===== src/hw/rtl/sie_pkg.sv =====
// shared types and constants for the small instruction execute unit
package sie_pkg;

    // default sizes
    localparam int DEF_NUM_REGS = 13;
    localparam int DEF_Y_SIZE   = 128;
    localparam int DEF_X_SIZE   = 128;

    // register index width, fixed by the instruction fields
    localparam int REG_W = 4;

    // fixed register roles
    localparam logic [REG_W-1:0] REG_X1         = 4'd0;
    localparam logic [REG_W-1:0] REG_X2         = 4'd1;
    localparam logic [REG_W-1:0] REG_CMP_A      = 4'd4;
    localparam logic [REG_W-1:0] REG_CMP_B      = 4'd5;
    localparam logic [REG_W-1:0] REG_CMP_AND    = 4'd6;
    localparam logic [REG_W-1:0] REG_STORE_DATA = 4'd5;
    localparam logic [REG_W-1:0] REG_PLANE1     = 4'd10;

    // highest defined command code
    localparam logic [4:0] CMD_LAST = 5'd18;

    // classified operation, codes follow the command encoding
    typedef enum logic [4:0] {
        OP_XOR     = 5'd0,
        OP_AND     = 5'd1,
        OP_OR      = 5'd2,
        OP_ADD     = 5'd3,
        OP_ADDI    = 5'd4,
        OP_SUBI    = 5'd5,
        OP_ANDI    = 5'd6,
        OP_EQI     = 5'd7,
        OP_INC_NEI = 5'd8,
        OP_D_EQI   = 5'd9,
        OP_MOV     = 5'd10,
        OP_MOVI    = 5'd11,
        OP_LOADF   = 5'd12,
        OP_STOREF  = 5'd13,
        OP_PIXEL   = 5'd14,
        OP_RAND    = 5'd15,
        OP_FLUSH   = 5'd16,
        OP_BRCOND  = 5'd17,
        OP_BR      = 5'd18,
        OP_NOP     = 5'd31
    } t_op;

    // event codes
    typedef enum logic [1:0] {
        EV_NONE   = 2'd0,
        EV_PIXEL  = 2'd1,
        EV_FLUSH  = 2'd2,
        EV_BRANCH = 2'd3
    } t_event;

    // input instruction
    typedef struct packed {
        logic [4:0]         command;
        logic [3:0]         dest_reg;
        logic [3:0]         src_a;
        logic [3:0]         src_b;
        logic signed [63:0] immediate;
        logic signed [63:0] immediate_second;
        logic [31:0]        color;
        logic [31:0]        random_value;
    } t_in_item;

    // result record
    typedef struct packed {
        logic [1:0]         event_kind;
        logic signed [31:0] pixel_x;
        logic signed [31:0] pixel_y;
        logic [31:0]        pixel_color;
        logic               branch_taken;
        logic               address_fault;
    } t_out_item;

    // decoded instruction held in the queue
    typedef struct packed {
        t_op              op;
        logic             d_ok;
        logic             a_ok;
        logic             b_ok;
        logic [REG_W-1:0] dest;
        logic [REG_W-1:0] src_a;
        logic [REG_W-1:0] src_b;
        logic [63:0]      imm;
        logic [63:0]      imm2;
        logic [31:0]      word;
    } t_dec_item;

    // queue status towards front and back
    typedef struct packed {
        logic       full;
        logic       empty;
        logic [1:0] count;
    } t_q_status;

endpackage


===== src/hw/rtl/sie_queue.sv =====
// two-entry queue between the front end and the execute stage
module sie_queue (
    input  logic                i_clk,
    input  logic                i_rst_n,
    input  logic                i_push,
    input  sie_pkg::t_dec_item  i_item,
    input  logic                i_pop,
    output sie_pkg::t_dec_item  o_item,
    output sie_pkg::t_q_status  o_status
);
    import sie_pkg::*;

    t_dec_item  r_slot [2];
    logic       r_wr_ptr;
    logic       r_rd_ptr;
    logic [1:0] r_count;

    // pointers and fill count
    always_ff @(posedge i_clk) begin
        if (!i_rst_n) begin
            r_wr_ptr <= 1'b0;
            r_rd_ptr <= 1'b0;
            r_count  <= 2'd0;
        end else begin
            if (i_push) r_wr_ptr <= ~r_wr_ptr;
            if (i_pop)  r_rd_ptr <= ~r_rd_ptr;
            case ({i_push, i_pop})
                2'b10:   r_count <= r_count + 2'd1;
                2'b01:   r_count <= r_count - 2'd1;
                default: r_count <= r_count;
            endcase
        end
    end

    // entry storage
    always_ff @(posedge i_clk) begin
        if (i_push) r_slot[r_wr_ptr] <= i_item;
    end

    assign o_item         = r_slot[r_rd_ptr];
    assign o_status.full  = r_count == 2'd2;
    assign o_status.empty = r_count == 2'd0;
    assign o_status.count = r_count;

endmodule


===== config.mk =====
export PLATFORM = sky130hd
export DESIGN_NAME = sie_queue
export DESIGN_NICKNAME = d
export VERILOG_FILES = /design/src/hw/rtl/sie_pkg.sv /design/src/hw/rtl/sie_queue.sv
export SDC_FILE = /design/constraint.sdc
export NUM_CORES = 1
export LEC_CHECK = 0
export ABC_AREA = 0
export ABC_CLOCK_PERIOD_IN_PS = 10900
export BUFFER_PORTS_ARGS = -buffer_cell sky130_fd_sc_hd__buf_2
export CAP_MARGIN = 10
export CORE_MARGIN = 4
export CORE_UTILIZATION = 52
export CTS_CLUSTER_SIZE = 30
export DETAILED_ROUTE_END_ITERATION = 7
export PLACE_DENSITY = 0.87
export RECOVER_POWER = 25
export SYNTH_ARGS = -nofsm -noshare
export SYNTH_HDL_FRONTEND = slang
export SYNTH_SLANG_ARGS = --single-unit

===== constraint.sdc =====
create_clock -name i_clk -period 10.9 [get_ports i_clk]
set_input_delay 1.09 -clock i_clk [delete_from_list [all_inputs] [get_ports i_clk]]
set_output_delay 1.09 -clock i_clk [all_outputs]
set_load 0.03 [all_outputs]

After elaboration in Yosys (flattened, before gate mapping)
Memories as Yosys holds them, arrays and structs flattened. A register that Yosys moved wholly into a read port is not among the register bits.
Cells that the tools add are included.

word-level totals
  flip-flop bits (word level) = 4
  memories = 1
  bits in latches = 0
  bits in read-only memories = 0
  word-level logic and storage cells = 18
  RAM bits = 360
  output and inout bits = 184
  input port bits = 184

memories
  name    words  bits a word  read ports  clocked after memory_dff  wr ports  RTL line         source
  r_slot  2      180          1           1                         1         sie_queue.sv:13  t_dec_item r_slot [2];

operators by class
  equal/unequal tests = 3
  multiply operators = 0
  muxes and demuxes = 5
  order comparisons = 0
  bitwise logic cells = 2
  shifts and indexed selects = 0
  add/sub/neg operators = 2
  divide/modulo/power cells = 0
  reductions and logical operators = 2

operators by type and width
  operator               count
  $eq A2 B2 Y1 const B   2
  $mux W1                4
  $pmux W2 S2            1
  $add A2 B1 Y2 const B  1
  $eq A2 B1 Y1 const B   1
  $logic_not A2 Y1       1
  $not A1 Y1             2
  $reduce_bool A2 Y1     1
  $sub A2 B1 Y2 const B  1

Depth between registers and ports, before layout
  depth in word-level cells = 3
  mapped depth = 5

Worst setup path before layout
No wires, ideal clock.

  path kind = input to register
  start = input port i_push
  end = memory r_slot[0][0] (netlist bit), enable pin
  path slack = 1.457 ns
  library setup time = 0.729 ns
  buffers on the path = 0
  arrival = 8.714 ns
  cell stages on the path = 2
  path through = inv_1 > nor2_1

on the way
  cells in the longest elaborated chain, start to end = 2

ends and longest elaborated chain
  what                           RTL line         source
  start, declared                sie_queue.sv:5   input logic i_push,
  $mux W1                        sie_queue.sv:37  if (i_push) r_slot[r_wr_ptr] <= i_item;
  $mux W1 (not written as such)  sie_queue.sv:37
  end, declared                  sie_queue.sv:13

Every way passes these cells.

==> flow_summary.yaml <==
worst_hold_path:
  hold_path.startpoint: "r_count[1]$_SDFFE_PN0P_"
  hold-path-cell-count: 2
  min-delay-path-class: "register to register"
  worstHoldEndpoint: "r_count[1]$_SDFFE_PN0P_"
drt:
  first_pass_iters: 6
  post-route-drc-count: 0
  wl_per_cell_um: 20.3
  drtIter0Drc: 506
  route.detailed.vias_per_inst: 5.13
  ant_nets: 0
  num_vias: 6812
  drt_wl_total_um: 26900
floorplan:
  core_um2: 25500
  floorplan.initialDensity: 0.534
  design.die.area_um2: 28800
  floorplan.die.height_um: 170
  floorplan.die.width_um: 170
  fp-row-count: 58
  ios: 368
placed_design:
  globalplace.congestion: 0.777
  dp_hpwl_um: 18400
  place.port_buffers: 367
  detailedPlace.worstSlack_ps: 7450
timing:
  post-route-period-util: 0.368
  finalWorstSetupSlack_ps: 6890
  fmax_mhz: 249
  timing.slew.headroom: 0.304
  report.final.hold_viol_count: 0
  finClkSkew_ps: 7.17
  final_max_slew_viol_count: 0
  grt_setup_unrepaired: "no"
  final-setup-viol-count: 0
  timing_worst_slew_pin_value_ps: 1040
  tns_ps: 0
  final_period_minus_worst_setup_slack_ps: 4010
worst_setup_path:
  r2r_end: "r_slot[0][139]$_DFFE_PP_"
  crit_required_ps: 9810
  highest_delay_cell_along_the_critical_path: "sky130_fd_sc_hd__dfxtp_4"
  largest_fanout_of_any_net_on_the_critical_path: 115
  worstPathArrival_ps: 2920
  path_buf_inv: 2
  cpPeakStageDelay_ps: 920
  r2r_slack_ps: 8620
  worst_path_dominant_cell_family: "flip-flops"
  worstPathCellList: "buf_12, mux2_2, buf_2"
  worstReg2RegStart: "r_wr_ptr$_SDFFE_PN0P_"
  worst-r2r-cell-count: 3
  critical_path.endpoint_type: "output port"
  worstSetupStartpointType: "register"
  path_class: "register to output port"
yosys:
  async_flop_share: 0
  ys_types: 18
  ys_warn_count: 0
  synth.ff_latch_count: 365
  synth_sequential_area_ratio: 0.802
  synth.avg_cell_area_um2: 23.4
  post_synth_inst_count: 582
  post-synth-top-area-fraction: 0.795
  synth-edff-count: 360
  synth.net_count: 767
  yosys_most_used_dff: "sky130_fd_sc_hd__edfxtp_1"
  yosys.area.top_type: "sky130_fd_sc_hd__edfxtp_1"
  post_synth_main_area_contributors: "sky130_fd_sc_hd__edfxtp_1 (79%), sky130_fd_sc_hd__mux2_4 (11%), sky130_fd_sc_hd__mux2_2 (6.6%)"
  yosys.cell_count.top_type: "sky130_fd_sc_hd__edfxtp_1"
  synth_area_um2: 13600
  synth_common_cells: "sky130_fd_sc_hd__edfxtp_1 (360), sky130_fd_sc_hd__mux2_4 (100), sky130_fd_sc_hd__mux2_2 (80)"
final_layout:
  area_occupied_by_registers_um2: 10900
  combined_area_of_the_multi_input_logic_cells_um2: 2520
  number_of_nets_in_the_layout: 1159
  area.growth.synth_to_final_pct: 23.8
  layout-drive-gt1-share: 0.553
  n_fill_cell: 1685
clocking:
  cts_inserted_buffers: 37
  cts-hold-fix-buffers: 0
  cts-resized-gates: 0
  clockRootBuffer: "sky130_fd_sc_hd__clkbuf_16"
  tritoncts: "done"
  buffer_levels_on_the_longest_clock_path: 3
  clock_sink_count: 365
  clock_insertion_delay_at_the_later_pin_of_the_skew_report_ps: 500
  cts.reportedPaths.clkPinSlew_ps: 60
  post-cts-setup-buffer-count: 0
  h_tree_levels: 2
global_routing:
  global_route.usage.total: 0.179
  grt_overflow_total: 0
  vias_in_the_first_global_route: 7155
  grt_max_degree: 116
  grt_pass1_wl_um: 39900
  grt_antenna_before_repair: 6
status:
  result_of_the_run: "completed"
power:
  max-vdd-ir-drop_mv: 0.155
  powerDensity_nw_per_um2: 194
  leakage_nw: 6.41
flow_run:
  max_cap_violations: 0
## final cells by class
| cell class | instances | share of cell area |
|---|---|---|
| clock buffers | 54 | 0.0625 |
| repair buffers | 373 | 0.109 |
| clock inverters | 7 | 0.00506 |
| well taps | 330 | 0.0245 |
| diodes | 2 | 0.000297 |
| flip-flops and latches | 365 | 0.649 |
| inverters | 1 | 0.000223 |
| multi-input cells | 196 | 0.150 |
## stage by stage
step / std cells / power [mW] / hold WS, ps / area, um2 / util
2_1_floorplan: 582 / 2.00 / 555 / 13600 / -
3_3_place_gp: 1265 / 2.11 / 502 / 15800 / 0.618
3_5_place_dp: 1265 / 2.13 / 530 / 15800 / 0.618
4_1_cts: 1326 / 3.31 / 537 / 16900 / 0.663
5_1_grt: 1328 / 3.41 / 588 / 16800 / 0.661
6_report: 1328 / 3.27 / 538 / 16800 / 0.661
## flip-flops by register name, summed over array words and instances (netlist names), named ones only
| signal | count |
|---|---|
| r_slot | 360 |
| r_count | 2 |
| r_wr_ptr | 1 |
| r_rd_ptr | 1 |
## where the power goes
group,switching (mW),internal (mW)
combinational,0.271,0.167
clock,0.468,0.713
sequential,0.0285,1.62
## layer usage
metal	part of all wire	wire length, um	track usage
met1	0.36	9580	0.205
met2	0.52	14000	0.317
met3	0.099	2670	0.0652
met4	0.022	584	0.0522
met5	0.0018	49	0
## tightest hold or removal path, cell delays in order, from the launching register on
cell and delay (ps):
sky130_fd_sc_hd__dfxtp_1 340, sky130_fd_sc_hd__o21ai_0 80, sky130_fd_sc_hd__a21boi_1 60
## cell usage in the layout, fill, tap and decap left out, types with 2 or more instances in the layout
master | Yosys | layout
sky130_fd_sc_hd__and2_1 | 4 | 3
sky130_fd_sc_hd__buf_2 | 9 | 316
sky130_fd_sc_hd__buf_4 | 0 | 5
sky130_fd_sc_hd__bufinv_16 | 0 | 2
sky130_fd_sc_hd__clkbuf_1 | 0 | 64
sky130_fd_sc_hd__clkbuf_16 | 0 | 39
sky130_fd_sc_hd__clkbuf_8 | 0 | 2
sky130_fd_sc_hd__clkinv_1 | 0 | 3
sky130_fd_sc_hd__dfxtp_1 | 5 | 4
sky130_fd_sc_hd__diode_2 | 0 | 2
sky130_fd_sc_hd__edfxtp_1 | 360 | 360
sky130_fd_sc_hd__mux2_2 | 80 | 80
sky130_fd_sc_hd__mux2_4 | 100 | 100
sky130_fd_sc_hd__xnor2_1 | 2 | 2
## cell families after synthesis
| logic type | Yosys count | synth area share |
|---|---|---|
| flip-flops | 365 | 0.802 |
| AO/OA/AOI/OAI | 3 | 0.00147 |
| multiplexers | 180 | 0.177 |
| adder cells (fa/ha/maj) | 1 | 0.000920 |
| buffers and inverters | 21 | 0.0127 |
| AND/OR/NAND/NOR | 9 | 0.00396 |
| XOR/XNOR | 3 | 0.00193 |
## how the worst max path moves through the flow
stage | endpoint | depth (start not counted) | from | slack [ps]
5_1_grt | o_item[29] | 3 | register | 6730
6_report | o_item[20] | 3 | register | 6890
3_5_place_dp | o_item[178] | 3 | register | 7450
2_1_floorplan | r_slot[0][0]$_DFFE_PP_ | 2 | i_push | 1460
4_1_cts | o_item[179] | 3 | register | 6900
3_3_place_gp | o_item[65] | 3 | register | 7430
(Power assumes the default switching activity.)
