$ cat config.mk
export PLATFORM = sky130hd
export DESIGN_NAME = sie_front
export DESIGN_NICKNAME = d
export VERILOG_FILES = /design/src/hw/rtl/sie_pkg.sv /design/src/hw/rtl/sie_front.sv
export SDC_FILE = /design/constraint.sdc
export NUM_CORES = 1
export LEC_CHECK = 0
export BUFFER_PORTS_ARGS = -buffer_cell sky130_fd_sc_hd__buf_2
export CAP_MARGIN = 10
export CORE_AREA = 3 3 154 156
export DETAILED_ROUTE_END_ITERATION = 10
export DIE_AREA = 0 0 157 159
export PLACE_DENSITY = 0.43
export SETUP_SLACK_MARGIN = 0.4
export SYNTH_ARGS = -nofsm -noshare
export SYNTH_HDL_FRONTEND = slang
export SYNTH_SLANG_ARGS = --single-unit
$ cat constraint.sdc
create_clock -name vclk -period 2.7
set_input_delay 0 -clock vclk [all_inputs]
set_output_delay 0 -clock vclk [all_outputs]
set_load 0.03 [all_outputs]
$ cat src/hw/rtl/sie_pkg.sv
// shared types and constants for the small instruction execute unit
package sie_pkg;

    // default sizes
    localparam int DEF_NUM_REGS = 13;
    localparam int DEF_Y_SIZE   = 128;
    localparam int DEF_X_SIZE   = 128;

    // register index width, fixed by the instruction fields
    localparam int REG_W = 4;

    // fixed register roles
    localparam logic [REG_W-1:0] REG_X1         = 4'd0;
    localparam logic [REG_W-1:0] REG_X2         = 4'd1;
    localparam logic [REG_W-1:0] REG_CMP_A      = 4'd4;
    localparam logic [REG_W-1:0] REG_CMP_B      = 4'd5;
    localparam logic [REG_W-1:0] REG_CMP_AND    = 4'd6;
    localparam logic [REG_W-1:0] REG_STORE_DATA = 4'd5;
    localparam logic [REG_W-1:0] REG_PLANE1     = 4'd10;

    // highest defined command code
    localparam logic [4:0] CMD_LAST = 5'd18;

    // classified operation, codes follow the command encoding
    typedef enum logic [4:0] {
        OP_XOR     = 5'd0,
        OP_AND     = 5'd1,
        OP_OR      = 5'd2,
        OP_ADD     = 5'd3,
        OP_ADDI    = 5'd4,
        OP_SUBI    = 5'd5,
        OP_ANDI    = 5'd6,
        OP_EQI     = 5'd7,
        OP_INC_NEI = 5'd8,
        OP_D_EQI   = 5'd9,
        OP_MOV     = 5'd10,
        OP_MOVI    = 5'd11,
        OP_LOADF   = 5'd12,
        OP_STOREF  = 5'd13,
        OP_PIXEL   = 5'd14,
        OP_RAND    = 5'd15,
        OP_FLUSH   = 5'd16,
        OP_BRCOND  = 5'd17,
        OP_BR      = 5'd18,
        OP_NOP     = 5'd31
    } t_op;

    // event codes
    typedef enum logic [1:0] {
        EV_NONE   = 2'd0,
        EV_PIXEL  = 2'd1,
        EV_FLUSH  = 2'd2,
        EV_BRANCH = 2'd3
    } t_event;

    // input instruction
    typedef struct packed {
        logic [4:0]         command;
        logic [3:0]         dest_reg;
        logic [3:0]         src_a;
        logic [3:0]         src_b;
        logic signed [63:0] immediate;
        logic signed [63:0] immediate_second;
        logic [31:0]        color;
        logic [31:0]        random_value;
    } t_in_item;

    // result record
    typedef struct packed {
        logic [1:0]         event_kind;
        logic signed [31:0] pixel_x;
        logic signed [31:0] pixel_y;
        logic [31:0]        pixel_color;
        logic               branch_taken;
        logic               address_fault;
    } t_out_item;

    // decoded instruction held in the queue
    typedef struct packed {
        t_op              op;
        logic             d_ok;
        logic             a_ok;
        logic             b_ok;
        logic [REG_W-1:0] dest;
        logic [REG_W-1:0] src_a;
        logic [REG_W-1:0] src_b;
        logic [63:0]      imm;
        logic [63:0]      imm2;
        logic [31:0]      word;
    } t_dec_item;

    // queue status towards front and back
    typedef struct packed {
        logic       full;
        logic       empty;
        logic [1:0] count;
    } t_q_status;

endpackage

$ cat src/hw/rtl/sie_front.sv
// front end: accepts instructions, classifies them and pushes them into the queue
module sie_front #(
    parameter int NUM_REGS = sie_pkg::DEF_NUM_REGS
) (
    input  logic                i_in_valid,
    input  sie_pkg::t_in_item   i_in_item,
    input  sie_pkg::t_q_status  i_q_status,
    output logic                o_in_stall,
    output logic                o_push,
    output sie_pkg::t_dec_item  o_dec
);
    import sie_pkg::*;

    t_op  w_op;
    logic w_writes;

    // stall only on a full queue
    assign o_in_stall = i_q_status.full;
    assign o_push     = i_in_valid && !i_q_status.full;

    // map the command code, unknown codes become a no-op
    always_comb begin
        w_op = (i_in_item.command <= CMD_LAST) ? t_op'(i_in_item.command) : OP_NOP;
        unique case (w_op) inside
            OP_XOR, OP_AND, OP_OR, OP_ADD, OP_ADDI, OP_SUBI, OP_ANDI, OP_EQI,
            OP_INC_NEI, OP_MOV, OP_MOVI, OP_LOADF, OP_RAND: w_writes = 1'b1;
            default:                                       w_writes = 1'b0;
        endcase
    end

    // register index range checks and operand packing
    always_comb begin
        o_dec.op    = w_op;
        o_dec.d_ok  = w_writes &&
                      ({1'b0, i_in_item.dest_reg} < (REG_W+1)'(NUM_REGS));
        o_dec.a_ok  = {1'b0, i_in_item.src_a} < (REG_W+1)'(NUM_REGS);
        o_dec.b_ok  = {1'b0, i_in_item.src_b} < (REG_W+1)'(NUM_REGS);
        o_dec.dest  = i_in_item.dest_reg;
        o_dec.src_a = i_in_item.src_a;
        o_dec.src_b = i_in_item.src_b;
        o_dec.imm   = i_in_item.immediate;
        o_dec.imm2  = i_in_item.immediate_second;
        o_dec.word  = (w_op == OP_PIXEL) ? i_in_item.color : i_in_item.random_value;
    end

endmodule

== After elaboration in Yosys (flattened, before gate mapping) ==
Index checks and enable logic that the tools add are counted.

* Order comparisons: 4
* Eq/ne operators: 13
* Mux-type cells: 3
* Reductions and logical operators: 5

{| class="wikitable"
|+ Operators with widths
! cell !! number
|-
| 32-bit two-way mux || 1
|-
| 5-bit by 4-bit equality test with 1-bit output (second input constant) || 6
|-
| 5-bit by 3-bit equality test with 1-bit output (second input constant) || 4
|-
| 13-bit OR reduction || 1
|-
| 4-bit less-than comparator (second input constant) || 3
|-
| 5-bit by 2-bit equality test with 1-bit output (second input constant) || 2
|-
| 5-bit by 1-bit equality test with 1-bit output (second input constant) || 1
|-
| 5-bit <= comparator (second input constant) || 1
|-
| 5-bit zero test || 1
|-
| 5-bit two-way mux || 1
|-
| 1-bit logical AND || 2
|-
| 1-bit zero test || 1
|-
| 1-bit two-way mux || 1
|}

* Register bits: 0
* Output and inout port bits: 182
* Logic and storage cells: 25

== Depth between registers and ports, before layout ==
Gate-level depths: netlist (run 1).

* Word-level depth: 6
* Depth in mapped cells: 4
* Depth with buffers taken out: 3

== Worst setup path after synthesis (run 1) ==
Ideal clock, no wire load.

* Kind: input-to-output
* From: input i_in_item[204] (netlist bit)
* To: output o_dec[10] (netlist bit)
* Arrival time: 1.087 ns
* Slack: 1.613 ns
* Stages on the path: 4
* Path buffers: 1
* Path through: nand3b_1 nor3b_4 buf_6 mux2_4

{| class="wikitable"
|+ RTL lines
! item !! RTL line !! text
|-
| start, declared || sie_front.sv:6 || <nowiki>input sie_pkg::t_in_item i_in_item,</nowiki>
|-
| end, declared || sie_front.sv:10 || <nowiki>output sie_pkg::t_dec_item o_dec</nowiki>
|}

==> flow_metrics.tcl, run 1 <==
set metrics [dict create \
    post_route_cells_drive_above_1_share_pct 93.0 \
    hold_fix_buffer_count_after_cts 0 \
    via_count_of_the_first_global_routing_pass 1074 \
    share_of_the_synthesized_area_in_the_top_cell_type_pct 62.6 \
    sequential_share_of_the_synthesized_area_pct 0 \
    layout.cells.most_common "buf_2" \
    drtIter0Drc 24 \
    placement.io_buffers 137 \
    post-route-cell-area_um2 1640 \
    timing.critical_path.required_ps 2700 \
    pre_repair_dr_iteration_count 3 \
    finalHoldViolations 0 \
    route.antenna.remaining_nets 0 \
    nets 402 \
    synthesis.nets 407 \
    ios 396 \
    synth.lib_cells_used.distinct 17 \
    viasPerCell 2.50 \
    worst-slew-pin-transition_ps 566 \
    areaGrowthSynthToFinish_pct -2.74 \
    synthesis.instances 193 \
    syn_avg_cell_area_um2 8.76 \
    core_area_um2 22500 \
    run_status "finished, final reports clean" \
    utilization_pct 7.31 \
    antenna_found_initial 0 \
    final.clkbuf_count 0 \
    syn_area_um2 1690 \
    detailedPlacementHpwl_mm 5.55 \
    yosysWarningCount 0 \
    fp-row-count 55 \
    synth.top_cells.by_area "buf_4 (63%), mux2_4 (27%), buf_6 (2.0%)" \
    finalCriticalPeriod_ps 1620 \
    tns_ps 0 \
    crit_path_end_kind "primary output" \
    diodes 0 \
    finalMaxSlewViolations 0 \
    postCtsSetupBuffers 0 \
    number_of_maximum_capacitance_constraint_violations 0 \
    gr-usage-all-layers_pct 3.83 \
    register_area_um2 0 \
    unrepaired_setup_endpoints_after_global_routing "false" \
    post-route-period-util_pct 60.2 \
    globalRoute.totalOverflow 0 \
    power_per_cell_area_nw_per_um2 167 \
    hp-class "in2out" \
    standard_cell_area_after_detailed_placement_um2 1640 \
    grt_pass1_wl_mm 7.00 \
    grt_max_degree 33 \
    starting_utilization_of_the_core_area_pct 7.51 \
    cellLeakagePower_uw 0.000813 \
    finalPower_uw 274 \
    gp_congestion 0.591 \
    synth_top_cell_by_area "buf_4" \
    finalSetupViolCount 0 \
    timing.critical_path.arrival_ps 1620 \
    crit_path_launch_type "input port" \
    hold-worst-slack_ps 0.0116 \
    layout_common_cells "buf_2 (137), mux2_4 (30)" \
    drt-wirelength-per-cell_um 12.9 \
    vdd.ir_drop.worst_mv 0.0269 \
    die_w_um 157 \
    die_area_um2 25000 \
    routed-via-count 1178 \
    drt_wl_total_mm 6.10 \
    max_freq_mhz 616 \
    route.detailed.drc 0 \
    critPathMaxFanout 32 \
    slew_headroom_pct 62.3 \
    path_class "in2out" \
    cts-resized-gates 0 \
    flops_and_latches 0 \
    y_dimension_of_the_die_um 159 \
]
## power by group
part | internal [uW] | switching [uW]
logic | 119 | 156
clock network | 0 | 0
registers | 0 | 0
total | 119 | 156
## area by class of cell
cell class,count,area [um^2]
Fill cell,2632,20900
Inverter,1,3.75
Multi-Input combinational cell,47,591
Tap cell,285,357
Timing Repair Buffer,138,693
## path summary, 6_finish.rpt
path,from,to,slack [ps],cells past startpoint
setup / recovery,i_in_item[204],o_dec[31],1080,6
hold / removal,i_in_item[93],o_dec[61],0.01,0
## worst max-delay path, stage by stage
cell      delay, ps
buf_2           120
nand3b_1        220
nor3b_4         200
buf_4           490
mux2_2          390
buf_2           180
## synthesized netlist by cell type (2+ instances only)
| cell type | number |
|---|---|
| o21ai_0 | 2 |
| o211ai_1 | 2 |
| mux2_2 | 2 |
| buf_4 | 141 |
| a21o_1 | 2 |
| mux2_4 | 30 |
| buf_6 | 3 |
| a21o_2 | 2 |
## kinds of logic (layout without fill, tap and decap cells)
logic type / after synthesis / count (layout) / share of synthesized area, %
multiplexers: 32 / 32 / 28.0
buffers and inverters: 146 / 139 / 65.1
AND/OR/NAND/NOR: 5 / 5 / 2.52
AO/OA/AOI/OAI: 10 / 10 / 4.44
## stage by stage
step	cells	setup WS [ps]
floorplan	193	1610
global placement	471	1050
detailed placement	471	1050
CTS	471	1040
global route	471	947
finish	471	1080
## metal layers
| layer | track usage (%) | wire length (um) | vias up |
|---|---|---|---|
| met2 | 7.14 | 2680 | 235 |
| met3 | 4.62 | 1930 | 52 |
| met4 | 2.35 | 376 | 0 |
| met5 | 0 | 0 | - |
| met1 | 1.49 | 1110 | 421 |
| li1 | - | - | 470 |
No activity file was read; power rests on OpenSTA's default activity.
==> run 2: changes to the inputs <==
--- a/config.mk
+++ b/config.mk
@@ -7,10 +7,10 @@
 export LEC_CHECK = 0
 export BUFFER_PORTS_ARGS = -buffer_cell sky130_fd_sc_hd__buf_2
 export CAP_MARGIN = 10
-export CORE_AREA = 3 3 154 156
+export CORE_AREA = 3 3 153 155
 export DETAILED_ROUTE_END_ITERATION = 10
-export DIE_AREA = 0 0 157 159
-export PLACE_DENSITY = 0.43
+export DIE_AREA = 0 0 156 158
+export PLACE_DENSITY = 0.45
 export SETUP_SLACK_MARGIN = 0.4
 export SYNTH_ARGS = -nofsm -noshare
 export SYNTH_HDL_FRONTEND = slang
==> constraint.sdc (replaced) <==
create_clock -name vclk -period 1.4
set_input_delay 0 -clock vclk [all_inputs]
set_output_delay 0 -clock vclk [all_outputs]
set_load 0.03 [all_outputs]
==> flow_metrics.tcl, run 2 (synthesis gave the netlist of run 1 again) <==
set metrics [dict create \
    globalRoute.totalOverflow 0 \
    slowest_delay_ps 310 \
    placement.io_buffers 137 \
    finalHoldViolations 0 \
    cp_slowest_cell "mux2_4" \
    drt_wl_total_mm 6.51 \
    register_area_um2 0 \
    antenna_found_initial 0 \
    nets 412 \
    crit_path_end_kind "primary output" \
    standard_cell_area_after_detailed_placement_um2 1670 \
    timing.critical_path.required_ps 1400 \
    timing.critical_path.arrival_ps 1360 \
    final.clkbuf_count 0 \
    route.detailed.drc 0 \
    drtIter0Drc 31 \
    ios 396 \
    pre_repair_dr_iteration_count 3 \
    unrepaired_setup_endpoints_after_global_routing "true" \
    fp-row-count 54 \
    diodes 0 \
    global_routing_usage_on_met3_pct 4.02 \
    y_dimension_of_the_die_um 158 \
    path_class "in2out" \
    drt-wirelength-per-cell_um 13.7 \
    detailedPlacementHpwl_mm 5.34 \
    grtUsageMet1_pct 1.51 \
    dp.cells 468 \
    die_area_um2 24600 \
    fillerInstances 2516 \
    post-route-cell-area_um2 2020 \
    power_per_cell_area_nw_per_um2 317 \
    layout_common_cells "buf_2 (103), buf_6 (36), mux2_4 (32), buf_4 (4)" \
    worst-slew-pin-transition_ps 242 \
    die_w_um 156 \
    grtUsageMet2_pct 7.53 \
    top_usage_layer "met2" \
    finalMaxSlewViolations 0 \
    vdd.ir_drop.worst_mv 0.0610 \
    slew_headroom_pct 83.7 \
    gp_congestion 0.607 \
    finalSetupViolCount 0 \
    core_area_um2 22000 \
    number_of_maximum_capacitance_constraint_violations 0 \
    critPathMaxFanout 6 \
    finalCriticalPeriod_ps 1360 \
    max_freq_mhz 734 \
    post_route_cells_drive_above_1_share_pct 93.9 \
    layout.cells.most_common "buf_2" \
    route.antenna.remaining_nets 0 \
    path_common_cell "buf_6" \
    grt_max_degree 13 \
    routed-via-count 1271 \
    hold-worst-slack_ps 0.0116 \
    via_count_of_the_first_global_routing_pass 1164 \
    starting_utilization_of_the_core_area_pct 7.70 \
    hold_fix_buffer_count_after_cts 0 \
    finish.cell_count_without_fillers 476 \
    flops_and_latches 0 \
    run_status "finished, final reports clean" \
    post-route-period-util_pct 97.3 \
    grt_pass1_wl_mm 6.98 \
    critical_path_cell_sequence "buf_8 -> nand3b_1 -> nor3b_4 -> buf_6 -> clkbuf_16 -> mux2_4 -> buf_6" \
    areaGrowthSynthToFinish_pct 19.5 \
    gr-usage-all-layers_pct 3.86 \
    viasPerCell 2.67 \
    crit_path_launch_type "input port" \
    hp-class "in2out" \
    cellLeakagePower_uw 0.000967 \
]
run 2: cell count changes in the layout (fill, tap and decap cells not counted), sizes merged:
cell / before / now
buf: 138 / 146
clkbuf: 0 / 2
run 2: timing repair:
item | 4_1_cts | 5_1_grt
gates cloned | 2 | 2
gates resized for setup | 13 | 91
endpoints found under the setup margin | 32 | 32
buffers inserted | 3 | 1
hold endpoints to repair | 0 | 0
pin swaps | 0 | 2
run 2: where the power goes:
| group | internal, uW | switching, uW | total [uW] | leakage [uW] |
|---|---|---|---|---|
| Clock | 0 | 0 | 0 | 0 |
| Sequential | 0 | 0 | 0 | 0 |
| Combinational | 316 | 325 | 641 | 0.000967 |
| Total | 316 | 325 | 641 | 0.000967 |
run 2: cell type report:
cell class	count	area (um^2)	share of cell area, %
timing repair buffer	148	1060	52.6
tap	280	350	17.3
inverter	1	3.75	0.186
multi-input combinational	47	603	29.8
run 2: routing by layer:
| layer | share of wire, % | vias up |
|---|---|---|
| li1 | - | 490 |
| met4 | 7.3 | 0 |
| met5 | 0 | - |
| met3 | 27 | 54 |
| met1 | 18 | 496 |
| met2 | 48 | 231 |
run 2: final timing paths:
path	slack, ps	to	cells past startpoint	startpoint
worst min-delay path	0.01	o_dec[137]	0	i_in_item[169]
worst max-delay path	40	o_dec[6]	7	i_in_item[204]
run 2: worst max-delay path: cells and delay by family:
kind | cells | cell delay [ps]
multiplexers | 1 | 310
AND/OR/NAND/NOR | 2 | 490
buffers and inverters | 4 | 560
run 2: stage by stage:
| step | TNS (ps) | setup slack [ps] | power (uW) | util, % |
|---|---|---|---|---|
| 2_1_floorplan | 0 | 334 | 1030 | - |
| 3_3_place_gp | 0 | 18.0 | 541 | 7.61 |
| 3_5_place_dp | 0 | 23.3 | 543 | 7.61 |
| 4_1_cts | 0 | 45.5 | 563 | 8.05 |
| 5_1_grt | -425 | -41.9 | 673 | 9.20 |
| 6_report | 0 | 37.7 | 641 | 9.20 |
